$ cat src/design/nwsc_pkg.sv
// Package for the note window score classifier.
// Holds field widths, register indexes, verdict codes and the control structs.
// No dependencies.
package nwsc_pkg;

	localparam int SAMPLE_W  = 12;
	localparam int MEAN_W    = 15;
	localparam int VERDICT_W = 2;
	localparam int CFG_IDX_W = 2;
	localparam int CFG_DATA_W = 16;
	localparam int IN_TDATA_W = 40;
	localparam int OUT_TDATA_W = 32;

	localparam logic signed [15:0] SCORE_OFFSET = 16'sd300;

	localparam logic [CFG_IDX_W-1:0] REG_FAKE_LIMIT   = 2'd0;
	localparam logic [CFG_IDX_W-1:0] REG_DOUBLE_LIMIT = 2'd1;

	localparam logic [SAMPLE_W-1:0] FAKE_LIMIT_RESET   = 12'd4095;
	localparam logic [MEAN_W-1:0]   DOUBLE_LIMIT_RESET = 15'd0;

	typedef enum logic [VERDICT_W-1:0] {
		VERDICT_GENUINE = 2'd0,
		VERDICT_DOUBLE  = 2'd1,
		VERDICT_FAKE    = 2'd2
	} verdict_t;

	// Commands from the controller to the datapath.
	typedef struct packed {
		logic accept;  // accumulate the sample triple on the input bus
		logic load;    // load the divider from the window sum and count
		logic step;    // one restoring division step
		logic finish;  // register the result and clear the window
	} ctrl_cmd_t;

	// Status from the datapath to the controller.
	typedef struct packed {
		logic out_free;  // output register can take a new result this cycle
	} dp_status_t;

endpackage

$ cat src/design/nwsc_ctrl.sv
// Controller state machine of the note window score classifier.
// Depends on nwsc_pkg for the command and status structs.
module nwsc_ctrl #(
	parameter int SUM_W = 26
) (
	input  logic                clk,
	input  logic                arst_n,
	input  logic                in_valid,
	input  logic                in_last,
	output logic                in_ready,
	input  nwsc_pkg::dp_status_t status,
	output nwsc_pkg::ctrl_cmd_t  cmd
);
	import nwsc_pkg::*;

	localparam int STEP_W = $clog2(SUM_W);

	typedef enum logic [3:0] {
		ST_ACCUM  = 4'b0001,
		ST_LOAD   = 4'b0010,
		ST_DIV    = 4'b0100,
		ST_FINISH = 4'b1000
	} state_t;

	state_t state_q, state_d;
	logic [STEP_W-1:0] step_q;

	assign in_ready = (state_q == ST_ACCUM);

	always_comb begin
		cmd        = '0;
		cmd.accept = in_ready && in_valid;
		cmd.load   = (state_q == ST_LOAD);
		cmd.step   = (state_q == ST_DIV);
		cmd.finish = (state_q == ST_FINISH) && status.out_free;
		state_d    = state_q;
		case (state_q)
			ST_ACCUM: begin
				if (cmd.accept && in_last) state_d = ST_LOAD;
			end
			ST_LOAD: state_d = ST_DIV;
			ST_DIV: begin
				if (step_q == '0) state_d = ST_FINISH;
			end
			ST_FINISH: begin
				if (status.out_free) state_d = ST_ACCUM;
			end
			default: state_d = ST_ACCUM;
		endcase
	end

	always_ff @(posedge clk or negedge arst_n) begin
		if (!arst_n) begin
			state_q <= ST_ACCUM;
			step_q  <= '0;
		end else begin
			state_q <= state_d;
			if (cmd.load) begin
				step_q <= STEP_W'(SUM_W - 1);
			end else if (cmd.step && step_q != '0) begin
				step_q <= step_q - 1'b1;
			end
		end
	end

endmodule

$ cat src/design/nwsc_datapath.sv
// Datapath of the note window score classifier: accumulators, serial divider,
// configuration registers and output register. Depends on nwsc_pkg.
module nwsc_datapath #(
	parameter int MAX_POINTS = 1024,
	parameter int CNT_W      = 11,
	parameter int SUM_W      = 26
) (
	input  logic                                clk,
	input  logic                                arst_n,
	input  nwsc_pkg::ctrl_cmd_t                 cmd,
	output nwsc_pkg::dp_status_t                status,
	input  logic [nwsc_pkg::SAMPLE_W-1:0]       up_reflect,
	input  logic [nwsc_pkg::SAMPLE_W-1:0]       down_reflect,
	input  logic [nwsc_pkg::SAMPLE_W-1:0]       transmit,
	input  logic                                cfg_write,
	input  logic [nwsc_pkg::CFG_IDX_W-1:0]      cfg_index,
	input  logic [nwsc_pkg::CFG_DATA_W-1:0]     cfg_data,
	output logic                                out_valid,
	input  logic                                out_ready,
	output logic [nwsc_pkg::VERDICT_W-1:0]      verdict,
	output logic [nwsc_pkg::SAMPLE_W-1:0]       min_transmit,
	output logic signed [nwsc_pkg::MEAN_W-1:0]  mean_score
);
	import nwsc_pkg::*;

	logic [SAMPLE_W-1:0]        fake_limit_q;
	logic signed [MEAN_W-1:0]   double_limit_q;
	logic signed [SUM_W-1:0]    sum_q;
	logic [CNT_W-1:0]           count_q;
	logic [SAMPLE_W-1:0]        min_q;
	logic [CNT_W-1:0]           divisor_q;
	logic [CNT_W-1:0]           rem_q;
	logic [SUM_W-1:0]           quo_q;
	logic                       neg_q;
	logic                       out_valid_q;
	logic [VERDICT_W-1:0]       verdict_q;
	logic [SAMPLE_W-1:0]        min_out_q;
	logic signed [MEAN_W-1:0]   mean_q;

	logic [SAMPLE_W-1:0]        up_c, down_c, tr_c;
	logic signed [15:0]         raw;
	logic signed [15:0]         raw_adj;
	logic signed [MEAN_W-1:0]   score;
	logic [SUM_W-1:0]           sum_mag;
	logic [CNT_W:0]             trial;
	logic [CNT_W:0]             trial_diff;
	logic signed [MEAN_W-1:0]   mean_c;
	logic [VERDICT_W-1:0]       verdict_c;

	// Samples of zero count as one.
	assign up_c   = (up_reflect   == '0) ? SAMPLE_W'(1) : up_reflect;
	assign down_c = (down_reflect == '0) ? SAMPLE_W'(1) : down_reflect;
	assign tr_c   = (transmit     == '0) ? SAMPLE_W'(1) : transmit;

	// Point score (4*T - U - D + 300) / 2, halved toward zero.
	assign raw     = $signed({2'b00, tr_c, 2'b00}) - $signed({4'b0000, up_c})
		- $signed({4'b0000, down_c}) + SCORE_OFFSET;
	assign raw_adj = raw + {15'd0, raw[15]};
	assign score   = raw_adj[15:1];

	assign sum_mag    = sum_q[SUM_W-1] ? SUM_W'(-sum_q) : SUM_W'(sum_q);
	assign trial      = {rem_q, quo_q[SUM_W-1]};
	assign trial_diff = trial - {1'b0, divisor_q};

	assign mean_c = neg_q ? -$signed(quo_q[MEAN_W-1:0]) : $signed(quo_q[MEAN_W-1:0]);

	always_comb begin
		if (min_q > fake_limit_q) begin
			verdict_c = VERDICT_FAKE;
		end else if (mean_c < double_limit_q) begin
			verdict_c = VERDICT_DOUBLE;
		end else begin
			verdict_c = VERDICT_GENUINE;
		end
	end

	assign status.out_free = !out_valid_q || out_ready;
	assign out_valid    = out_valid_q;
	assign verdict      = verdict_q;
	assign min_transmit = min_out_q;
	assign mean_score   = mean_q;

	always_ff @(posedge clk or negedge arst_n) begin
		if (!arst_n) begin
			fake_limit_q   <= FAKE_LIMIT_RESET;
			double_limit_q <= DOUBLE_LIMIT_RESET;
			sum_q          <= '0;
			count_q        <= '0;
			min_q          <= '1;
			out_valid_q    <= 1'b0;
		end else begin
			if (cfg_write) begin
				case (cfg_index)
					REG_FAKE_LIMIT:   fake_limit_q   <= cfg_data[SAMPLE_W-1:0];
					REG_DOUBLE_LIMIT: double_limit_q <= $signed(cfg_data[MEAN_W-1:0]);
					default: ;
				endcase
			end
			if (cmd.accept) begin
				// Once the count saturates, points only feed the minimum.
				if (count_q < CNT_W'(MAX_POINTS)) begin
					sum_q   <= sum_q + SUM_W'(score);
					count_q <= count_q + 1'b1;
				end
				if (tr_c < min_q) min_q <= tr_c;
			end else if (cmd.finish) begin
				sum_q   <= '0;
				count_q <= '0;
				min_q   <= '1;
			end
			if (cmd.finish) begin
				out_valid_q <= 1'b1;
			end else if (out_ready) begin
				out_valid_q <= 1'b0;
			end
		end
	end

	// Restoring divider on magnitudes, one quotient bit per step.
	always_ff @(posedge clk) begin
		if (cmd.load) begin
			divisor_q <= (count_q == '0) ? CNT_W'(1) : count_q;
			rem_q     <= '0;
			quo_q     <= sum_mag;
			neg_q     <= sum_q[SUM_W-1];
		end else if (cmd.step) begin
			if (!trial_diff[CNT_W]) begin
				rem_q <= trial_diff[CNT_W-1:0];
				quo_q <= {quo_q[SUM_W-2:0], 1'b1};
			end else begin
				rem_q <= trial[CNT_W-1:0];
				quo_q <= {quo_q[SUM_W-2:0], 1'b0};
			end
		end
		if (cmd.finish) begin
			verdict_q <= verdict_c;
			min_out_q <= min_q;
			mean_q    <= mean_c;
		end
	end

endmodule

$ cat src/design/note_window_score_classifier_top.sv
// Top level of the note window score classifier.
// Instantiates nwsc_ctrl and nwsc_datapath; depends on nwsc_pkg.
//
// The input stream brings one window point per request: upper reflective,
// lower reflective and transmissive samples, with tlast on the final point
// of a window. The block accumulates a score sum, a point count and the least
// transmissive sample while it takes one request per cycle. The point count
// saturates at MAX_POINTS; later points only feed the minimum.
// On the request with tlast the block stops taking input, divides the sum by
// the count in a serial restoring divider that produces one quotient bit per
// cycle, and registers one result request with the verdict, the minimum and
// the mean. After acceptance of the last point the controller passes through
// a load state, SUM_W divide steps and a finish state, which waits until the
// output register is free, before the result is valid. Input intake resumes
// in the cycle after the result is registered.
// The result sits in an output register, so a stalled receiver does not stop
// accumulation of the next window; only the finish of the next window waits
// until the previous result has been taken.
// The configuration channel is always ready and may be written at any time
// the block is idle. Reset clears the window state, drops the output and
// sets fake_limit to 4095 and double_limit to 0.
module note_window_score_classifier_top #(
	parameter int MAX_POINTS = 1024
) (
	input  logic                                  clk,
	input  logic                                  arst_n,
	// Input requests.
	input  logic                                  s_axis_tvalid,
	output logic                                  s_axis_tready,
	// [11:0] up_reflect, [23:12] down_reflect, [35:24] transmit, [39:36] zero
	input  logic [nwsc_pkg::IN_TDATA_W-1:0]       s_axis_tdata,
	input  logic                                  s_axis_tlast,
	// Result requests.
	output logic                                  m_axis_tvalid,
	input  logic                                  m_axis_tready,
	// [1:0] verdict, [13:2] min_transmit, [28:14] mean_score, [31:29] zero
	output logic [nwsc_pkg::OUT_TDATA_W-1:0]      m_axis_tdata,
	// Configuration writes.
	input  logic                                  cfg_valid,
	output logic                                  cfg_ready,
	input  logic [nwsc_pkg::CFG_IDX_W-1:0]        cfg_index,
	input  logic [nwsc_pkg::CFG_DATA_W-1:0]       cfg_data
);
	import nwsc_pkg::*;

	// The count must hold MAX_POINTS itself; the sum covers MAX_POINTS
	// scores of at most 15 signed bits each.
	localparam int CNT_W = $clog2(MAX_POINTS + 1);
	localparam int SUM_W = MEAN_W + CNT_W;

	ctrl_cmd_t  cmd;
	dp_status_t status;

	logic [VERDICT_W-1:0]      verdict;
	logic [SAMPLE_W-1:0]       min_transmit;
	logic signed [MEAN_W-1:0]  mean_score;

	assign cfg_ready = 1'b1;

	nwsc_ctrl #(
		.SUM_W (SUM_W)
	) u_ctrl (
		.clk      (clk),
		.arst_n   (arst_n),
		.in_valid (s_axis_tvalid),
		.in_last  (s_axis_tlast),
		.in_ready (s_axis_tready),
		.status   (status),
		.cmd      (cmd)
	);

	nwsc_datapath #(
		.MAX_POINTS (MAX_POINTS),
		.CNT_W      (CNT_W),
		.SUM_W      (SUM_W)
	) u_dp (
		.clk          (clk),
		.arst_n       (arst_n),
		.cmd          (cmd),
		.status       (status),
		.up_reflect   (s_axis_tdata[11:0]),
		.down_reflect (s_axis_tdata[23:12]),
		.transmit     (s_axis_tdata[35:24]),
		.cfg_write    (cfg_valid && cfg_ready),
		.cfg_index    (cfg_index),
		.cfg_data     (cfg_data),
		.out_valid    (m_axis_tvalid),
		.out_ready    (m_axis_tready),
		.verdict      (verdict),
		.min_transmit (min_transmit),
		.mean_score   (mean_score)
	);

	assign m_axis_tdata = {3'b000, mean_score, min_transmit, verdict};

endmodule

$ cat config.mk
export PLATFORM = sky130hd
export DESIGN_NAME = note_window_score_classifier_top
export DESIGN_NICKNAME = d
export VERILOG_FILES = /design/src/design/nwsc_pkg.sv /design/src/design/nwsc_ctrl.sv /design/src/design/nwsc_datapath.sv /design/src/design/note_window_score_classifier_top.sv
export SDC_FILE = /design/constraint.sdc
export NUM_CORES = 1
export LEC_CHECK = 0
export BUFFER_PORTS_ARGS = -buffer_cell sky130_fd_sc_hd__buf_2
export CORE_AREA = 8 8 147 149
export DETAILED_ROUTE_END_ITERATION = 8
export DIE_AREA = 0 0 155 157
export PLACE_DENSITY = 0.82
export SLEW_MARGIN = 10
export SYNTH_ARGS = -nofsm -noshare
export SYNTH_HDL_FRONTEND = slang
export SYNTH_SLANG_ARGS = --single-unit
$ cat constraint.sdc
create_clock -name clk -period 3.93 [get_ports clk]
set_clock_uncertainty 0.2 [all_clocks]
set_input_delay 0.786 -clock clk [delete_from_list [all_inputs] [get_ports clk]]
set_output_delay 0.786 -clock clk [all_outputs]
set_load 0.01 [all_outputs]
Yosys cells after proc, flatten, opt, wreduce, memory -nomap -nowiden
Index checks and enable logic that the tools add are counted.

storage, ports and cells
  word-level logic and storage cells = 88
  bits of input ports = 64
  register bits after elaboration = 164
  output and inout port bits = 35

operators by class
  eq/ne operators = 10
  muxes and demuxes = 27
  magnitude comparators = 4
  reduce and logical (&&, ||, !) cells = 22
  $add $sub $neg = 10

operators by type and width
  kind                                            number
  2-to-1 mux 26 bit                               6
  2-to-1 mux 12 bit                               6
  2-to-1 mux 11 bit                               4
  zero test 12 bit                                3
  adder 26 x 15 -> 26 bit                         1
  negation 26 bit                                 1
  adder 16 x 1 -> 16 bit                          1
  adder 16 x 10 -> 16 bit, second input constant  1
  case mux 4 bit (4 select lines)                 1
  subtractor 16 x 13 -> 16 bit                    1
  < comparator 15 bit                             1
  2-to-1 mux 15 bit                               1
  negation 15 bit                                 1
  subtractor 14 x 12 -> 15 bit                    1
  > comparator 12 bit                             1
  < comparator 12 bit                             1
  2-to-1 mux 4 bit                                3
  subtractor 12 x 11 -> 12 bit                    1
  adder 11 x 1 -> 11 bit, second input constant   1
  zero test 11 bit                                1
  < comparator 11 bit, second input constant      1
  2-to-1 mux 5 bit                                2
  AND reduction 2 bit                             4
  nonzero test 2 bit                              4
  16 further kinds                                25

Logic depth before layout (Yosys ltp)
  word-level depth = 9
  depth in mapped cells = 39
  gate-level depth less buffers = 39

Modules after synthesis
Synthesis repeated with hierarchy kept, for this count alone.

second synthesis, totals
  cell total of the unflattened synthesis = 1238
  area, all modules = 11781.3 µm²

by module, submodules not included
  module                            sequential area each (µm²)  instances  area each (µm²)  cells an instance
  nwsc_datapath                     4189.0                      1          11224.5          1183
  nwsc_ctrl                         226.5                       1          519.2            49
  note_window_score_classifier_top  0.0                         1          37.5             6

Worst setup path before layout
No wires, ideal clock.

  kind = input port to flip-flop
  from = input port s_axis_tdata[1] (netlist name)
  to = register u_dp.sum_q[25]
  setup slack = -4.152 ns
  library setup time = 0.118 ns
  data arrival time = 7.763 ns
  required time = 3.612 ns
  buffers on the path = 0
  stages = 37
  cell sequence = nor4_1 -> a31oi_1 -> ha_1 -> a21o_1 -> a21oi_1 -> o21bai_1 -> a21oi_1 -> o21bai_1 -> a21oi_1 -> xnor2_1 -> ha_1 -> inv_1 -> ha_1 -> a21o_1 -> a21o_1 -> or3_1 -> a311o_1 -> a21o_1 -> nor2_1 -> ha_1 -> and4b_1 -> inv_1 -> nor4b_1 -> nand2_1 -> o211ai_1 -> a21oi_1 -> xnor2_1 -> ha_1 -> a41o_1 -> a41oi_1 -> nand3_1 -> a221oi_1 -> nand2b_1 -> a31oi_1 -> xor2_1 -> mux2i_1 -> a21o_1

between the ends
  word-level cells in the longest chain between the ends = 9

RTL lines
  element                           RTL line                                text
  start: declaration                note_window_score_classifier_top.sv:31  input logic [nwsc_pkg::IN_TDATA_W-1:0] s_axis_tdata,
  zero test 12 bit                  nwsc_datapath.sv:51                     assign up_c = (up_reflect == '0) ? SAMPLE_W'(1) : up_reflect;
  2-to-1 mux 12 bit (*)             nwsc_datapath.sv:51
  subtractor 14 x 12 -> 15 bit (*)  nwsc_datapath.sv:56                     assign raw = $signed({2'b00, tr_c, 2'b00}) - $signed({4'b0000, up_c})
  subtractor 16 x 13 -> 16 bit (*)  nwsc_datapath.sv:57                     - $signed({4'b0000, down_c}) + SCORE_OFFSET;
  adder 16 x 10 -> 16 bit (*)       nwsc_datapath.sv:57
  adder 16 x 1 -> 16 bit (*)        nwsc_datapath.sv:58                     assign raw_adj = raw + {15'd0, raw[15]};
  adder 26 x 15 -> 26 bit (*)       nwsc_datapath.sv:102                    sum_q <= sum_q + SUM_W'(score);
  2-to-1 mux 26 bit (*)             nwsc_datapath.sv:101                    if (count_q < CNT_W'(MAX_POINTS)) begin
  2-to-1 mux 26 bit (*)             nwsc_datapath.sv:99                     if (cmd.accept) begin
  end signal: assignment            nwsc_datapath.sv:102
  end: declaration                  nwsc_datapath.sv:28                     logic signed [SUM_W-1:0] sum_q;

Mark *: on every way between the ends. The rest lies on a longest branch, timed or not. The select of a mux whose other input is x is not followed.
A chain may end at the register's enable or synchronous reset.

Worst setup path in the final report
  from = input port s_axis_tdata[25] (netlist name)
  to = register u_dp.sum_q[25]

between the ends
  word-level cells in the longest chain between the ends = 9

RTL lines
  element                           RTL line              text
  zero test 12 bit                  nwsc_datapath.sv:53   assign tr_c = (transmit == '0) ? SAMPLE_W'(1) : transmit;
  2-to-1 mux 12 bit (*)             nwsc_datapath.sv:53
  subtractor 14 x 12 -> 15 bit (*)  nwsc_datapath.sv:56
  subtractor 16 x 13 -> 16 bit (*)  nwsc_datapath.sv:57
  adder 16 x 10 -> 16 bit (*)       nwsc_datapath.sv:57
  adder 16 x 1 -> 16 bit (*)        nwsc_datapath.sv:58
  adder 26 x 15 -> 26 bit (*)       nwsc_datapath.sv:102
  2-to-1 mux 26 bit (*)             nwsc_datapath.sv:101
  2-to-1 mux 26 bit (*)             nwsc_datapath.sv:99

Marks and branches as above.

==> implementation parameters <==
Parameter                              Value

Logic synthesis
  Total of warnings raised by yosys    0
  Distinct cell type count after synthesis    76
  Seq/Total Area, Yosys    38.18%
  Post-Syn Area    ~12000 um2
  Share of synthesized registers carrying an async set or reset    ~52%
  Most common flop cell mapped by yosys    sky130_fd_sc_hd__edfxtp_1
  Flip-flop and latch count after synthesis    164
  Post-synthesis average cell area    between 9 and 10 um2
  Number of enable-type register cells in the synthesized netlist    67
  Gate count after technology mapping    1246

Global route
  Global-route track usage on met2    47.14%
  Met3 demand-to-capacity share in global routing    5.621%
  Global route overflow    0
  Total routing usage reported by global routing    a little over a quarter
  Via count of the first global-routing pass    10930
  Layer with the highest usage after global routing    met2
  Met1 Resource Use GR    29.97%
  Global-route wire length before repair    52.14 mm
  Number of antenna violations at the first check in global routing    0
  Maximum number of pins on one net before global-route repair    54

Placed design
  Global placer's final weighted congestion    0.8947
  Count of port buffers added during placement    a little under 90
  Number of placed cells counting well taps    1734
  Detailed-placement wirelength estimate    about 22 mm

Detailed routing
  Final WL    34.20 mm
  Total vias in the final route    roughly 11000
  Starting DRT DRC Count    984
  Number of DRC violations after detailed routing    0
  WL per Instance    18.98 um
  Residual antenna-violating net count after detailed routing    0
  Via count normalized by instance count    6.085
  TritonRoute pass-1 iters    6

STA
  PnR worst setup slack    -3.956 ns
  Clock period minus final worst setup slack    7.886 ns
  Final setup violation count    26
  Final critical-path share of the clock period    200.7%
  Setup repair after global routing missed its margin    true
  Final setup TNS    -86.49 ns
  Measured slew at the worst slew-check pin    1.058 ns
  Slew margin rel.    29.42%
  Total count of hold-check failures in the final report    0
  Max Freq    126.8 MHz
  Total count of max-transition violations in the final report    0
  Hold_ws    approximately 0.15 ns

CTS
  Clock latency of the later-clocked register in the worst-skew pair    roughly 0.44 ns
  CTS tree    built
  H-tree levels    4
  Post-CTS clock slew at the launch and capture registers of the worst setup and hold paths    about 0.070 ns
  Clock sink count    164
  Root buffer selected by CTS    sky130_fd_sc_hd__clkbuf_16
  Number of buffers on the longest clock path    2
  Clock buffer count from CTS    17

Cells and area
  Number of cells in the finished layout apart from fillers    approximately 1800
  Antenna diodes    0
  Leading cell type in the layout, fill and taps excluded    sky130_fd_sc_hd__buf_4
  Fraction of layout instances using a drive strength above 1    30.90%
  Synthesis-to-finish area growth    29.98%
  Commonest cells after routing, fill and taps aside    sky130_fd_sc_hd__buf_4 (212), sky130_fd_sc_hd__ha_1 (113), sky130_fd_sc_hd__nand2_1 (112)
  Total number of nets in the final design    1712
  Fill count    1049
  Multi-input combinational cell area    7032 um2
  Register area    4415 um2

Setup path
  R2R depth    9
  CP peak stage delay    0.33 ns
  CP dominant cell by count    sky130_fd_sc_hd__a21o_1
  Critical Path Start Type    input port
  Critical path peak fanout    3
  Critical path class    input port to flop
  Sort of element at the end of the critical path    flop
  Critical path data arrival time    8.06 ns
  Crit path required time    just over 4 ns
  Slowest cell on the critical path    sky130_fd_sc_hd__or3_4

Run
  Number of maximum-capacitance violations    0

Power and ir drop
  Overall power consumption    11.12 mW
  Cell Pwr Density    739.6 nW/um2
  Maximum resistive drop on vdd    about 0.45 mV
  LEAKAGE    6.933 nW

Outcome
  Run status    finished with violations
  Violations in the final reports    negative setup slack

Floorplan
  Number of rows created at floorplan    51
  Initial standard-cell utilization of the core    approximately 60%
  Core Region    19210 um2
  Floorplan die area    24340 um2
  Floorplan die width    155 um
  Die extent in y    approximately 160 um
  I/O pin count    99

Min path
  Class of the tightest hold or removal check    input port to async pin
## critical path, delay by kind of cell
kind / cells / cell delay, ns
buf+inv: 4 / 0.37
mux: 1 / 0.22
xor+xnor: 3 / 0.58
compound gates: 18 / 3.18
simple gates: 8 / 1.78
fa+ha+maj: 5 / 1.13
## layer usage
metal	wire [um]	part of all wire, %
met5	0	0
met4	1339	3.9
met3	2507	7.3
met2	17150	50
met1	13200	39
## registers in the layout, indices dropped and copies added, names as in the netlist
signal,count
u_dp.min_transmit,12
u_dp.double_limit_q,15
u_dp.rem_q,11
u_dp.verdict,2
u_dp.min_q,12
u_dp.sum_q,26
u_dp.mean_score,15
u_dp.divisor_q,11
u_dp.count_q,11
u_dp.quo_q,26
u_dp.fake_limit_q,12
u_ctrl.step_q,5
u_dp.neg_q,1
u_dp.out_valid,1
u_ctrl.state_q,4
## where the power goes
part / leakage, nW / switching (mW) / internal (mW) / total [mW]
combinational: 4.94 / 3.40 / 3.36 / 6.76
sequential: 1.71 / 0.509 / 2.18 / 2.69
clock: 0.282 / 0.691 / 0.973 / 1.66
## through the flow
stage	setup slack (ns)	utilization, %	instance area (um2)
floorplan	-3.658	-	11770
global placement	-3.924	71.53	13740
detailed placement	-4.242	71.53	13740
CTS	-3.656	76.88	14770
global route	-4.263	78.27	15030
finish	-3.956	78.27	15030
## layout make-up
class                      count  area share [%]
multi-input combinational    914           46.77
clock inverter                 5          0.2247
tap                          265           2.206
clock buffer                  27           3.704
inverter                     113           2.821
sequential                   164           29.37
timing repair buffer         314           14.90
## cells by family after synthesis
kind of cell / synth area share [%]
muxes: 2.521
AOI/OAI and AO/OA: 17.42
xor gates and xnor gates: 8.481
and+or+nand+nor: 14.08
buffers and inverters: 5.647
DFF: 38.18
other: 0.06493
adders and majority gates: 13.61
## Yosys cell counts (40+ instances only)
library cell / instances / share of area (%)
sky130_fd_sc_hd__dfrtp_1: 61 / 13
sky130_fd_sc_hd__xnor2_1: 53 / 4.0
sky130_fd_sc_hd__a21oi_1: 47 / 2.0
sky130_fd_sc_hd__xor2_1: 59 / 4.5
sky130_fd_sc_hd__clkbuf_1: 52 / 1.7
sky130_fd_sc_hd__ha_1: 121 / 13
sky130_fd_sc_hd__nor2_1: 70 / 2.3
sky130_fd_sc_hd__nand2_1: 114 / 3.7
sky130_fd_sc_hd__inv_1: 111 / 3.6
sky130_fd_sc_hd__nand3_1: 40 / 1.7
sky130_fd_sc_hd__edfxtp_1: 67 / 17
sky130_fd_sc_hd__o21ai_0: 119 / 5.1
## repair_timing
action,4_1_cts,5_1_grt
setup endpoints to repair,26,26
gates resized for setup,65,34
pin swaps,55,42
buffers inserted,19,18
hold buffers,0,0
## worst paths after layout
kind / start / endpoint / slack, ns
setup / recovery: s_axis_tdata[25] / u_dp.sum_q[25] / -3.96
hold / removal: arst_n / u_dp.sum_q[21] / 0.15
setup reg to reg: u_dp.sum_q[4] / u_dp.quo_q[21] / 0.21
hold reg to reg: u_dp.rem_q[8] / u_dp.rem_q[8] / 0.29
max in group asynchronous: arst_n / u_dp.min_q[9] / 2.56
min in group clk: u_dp.rem_q[8] / u_dp.rem_q[8] / 0.29
No activity file was read; power rests on OpenSTA's default activity.
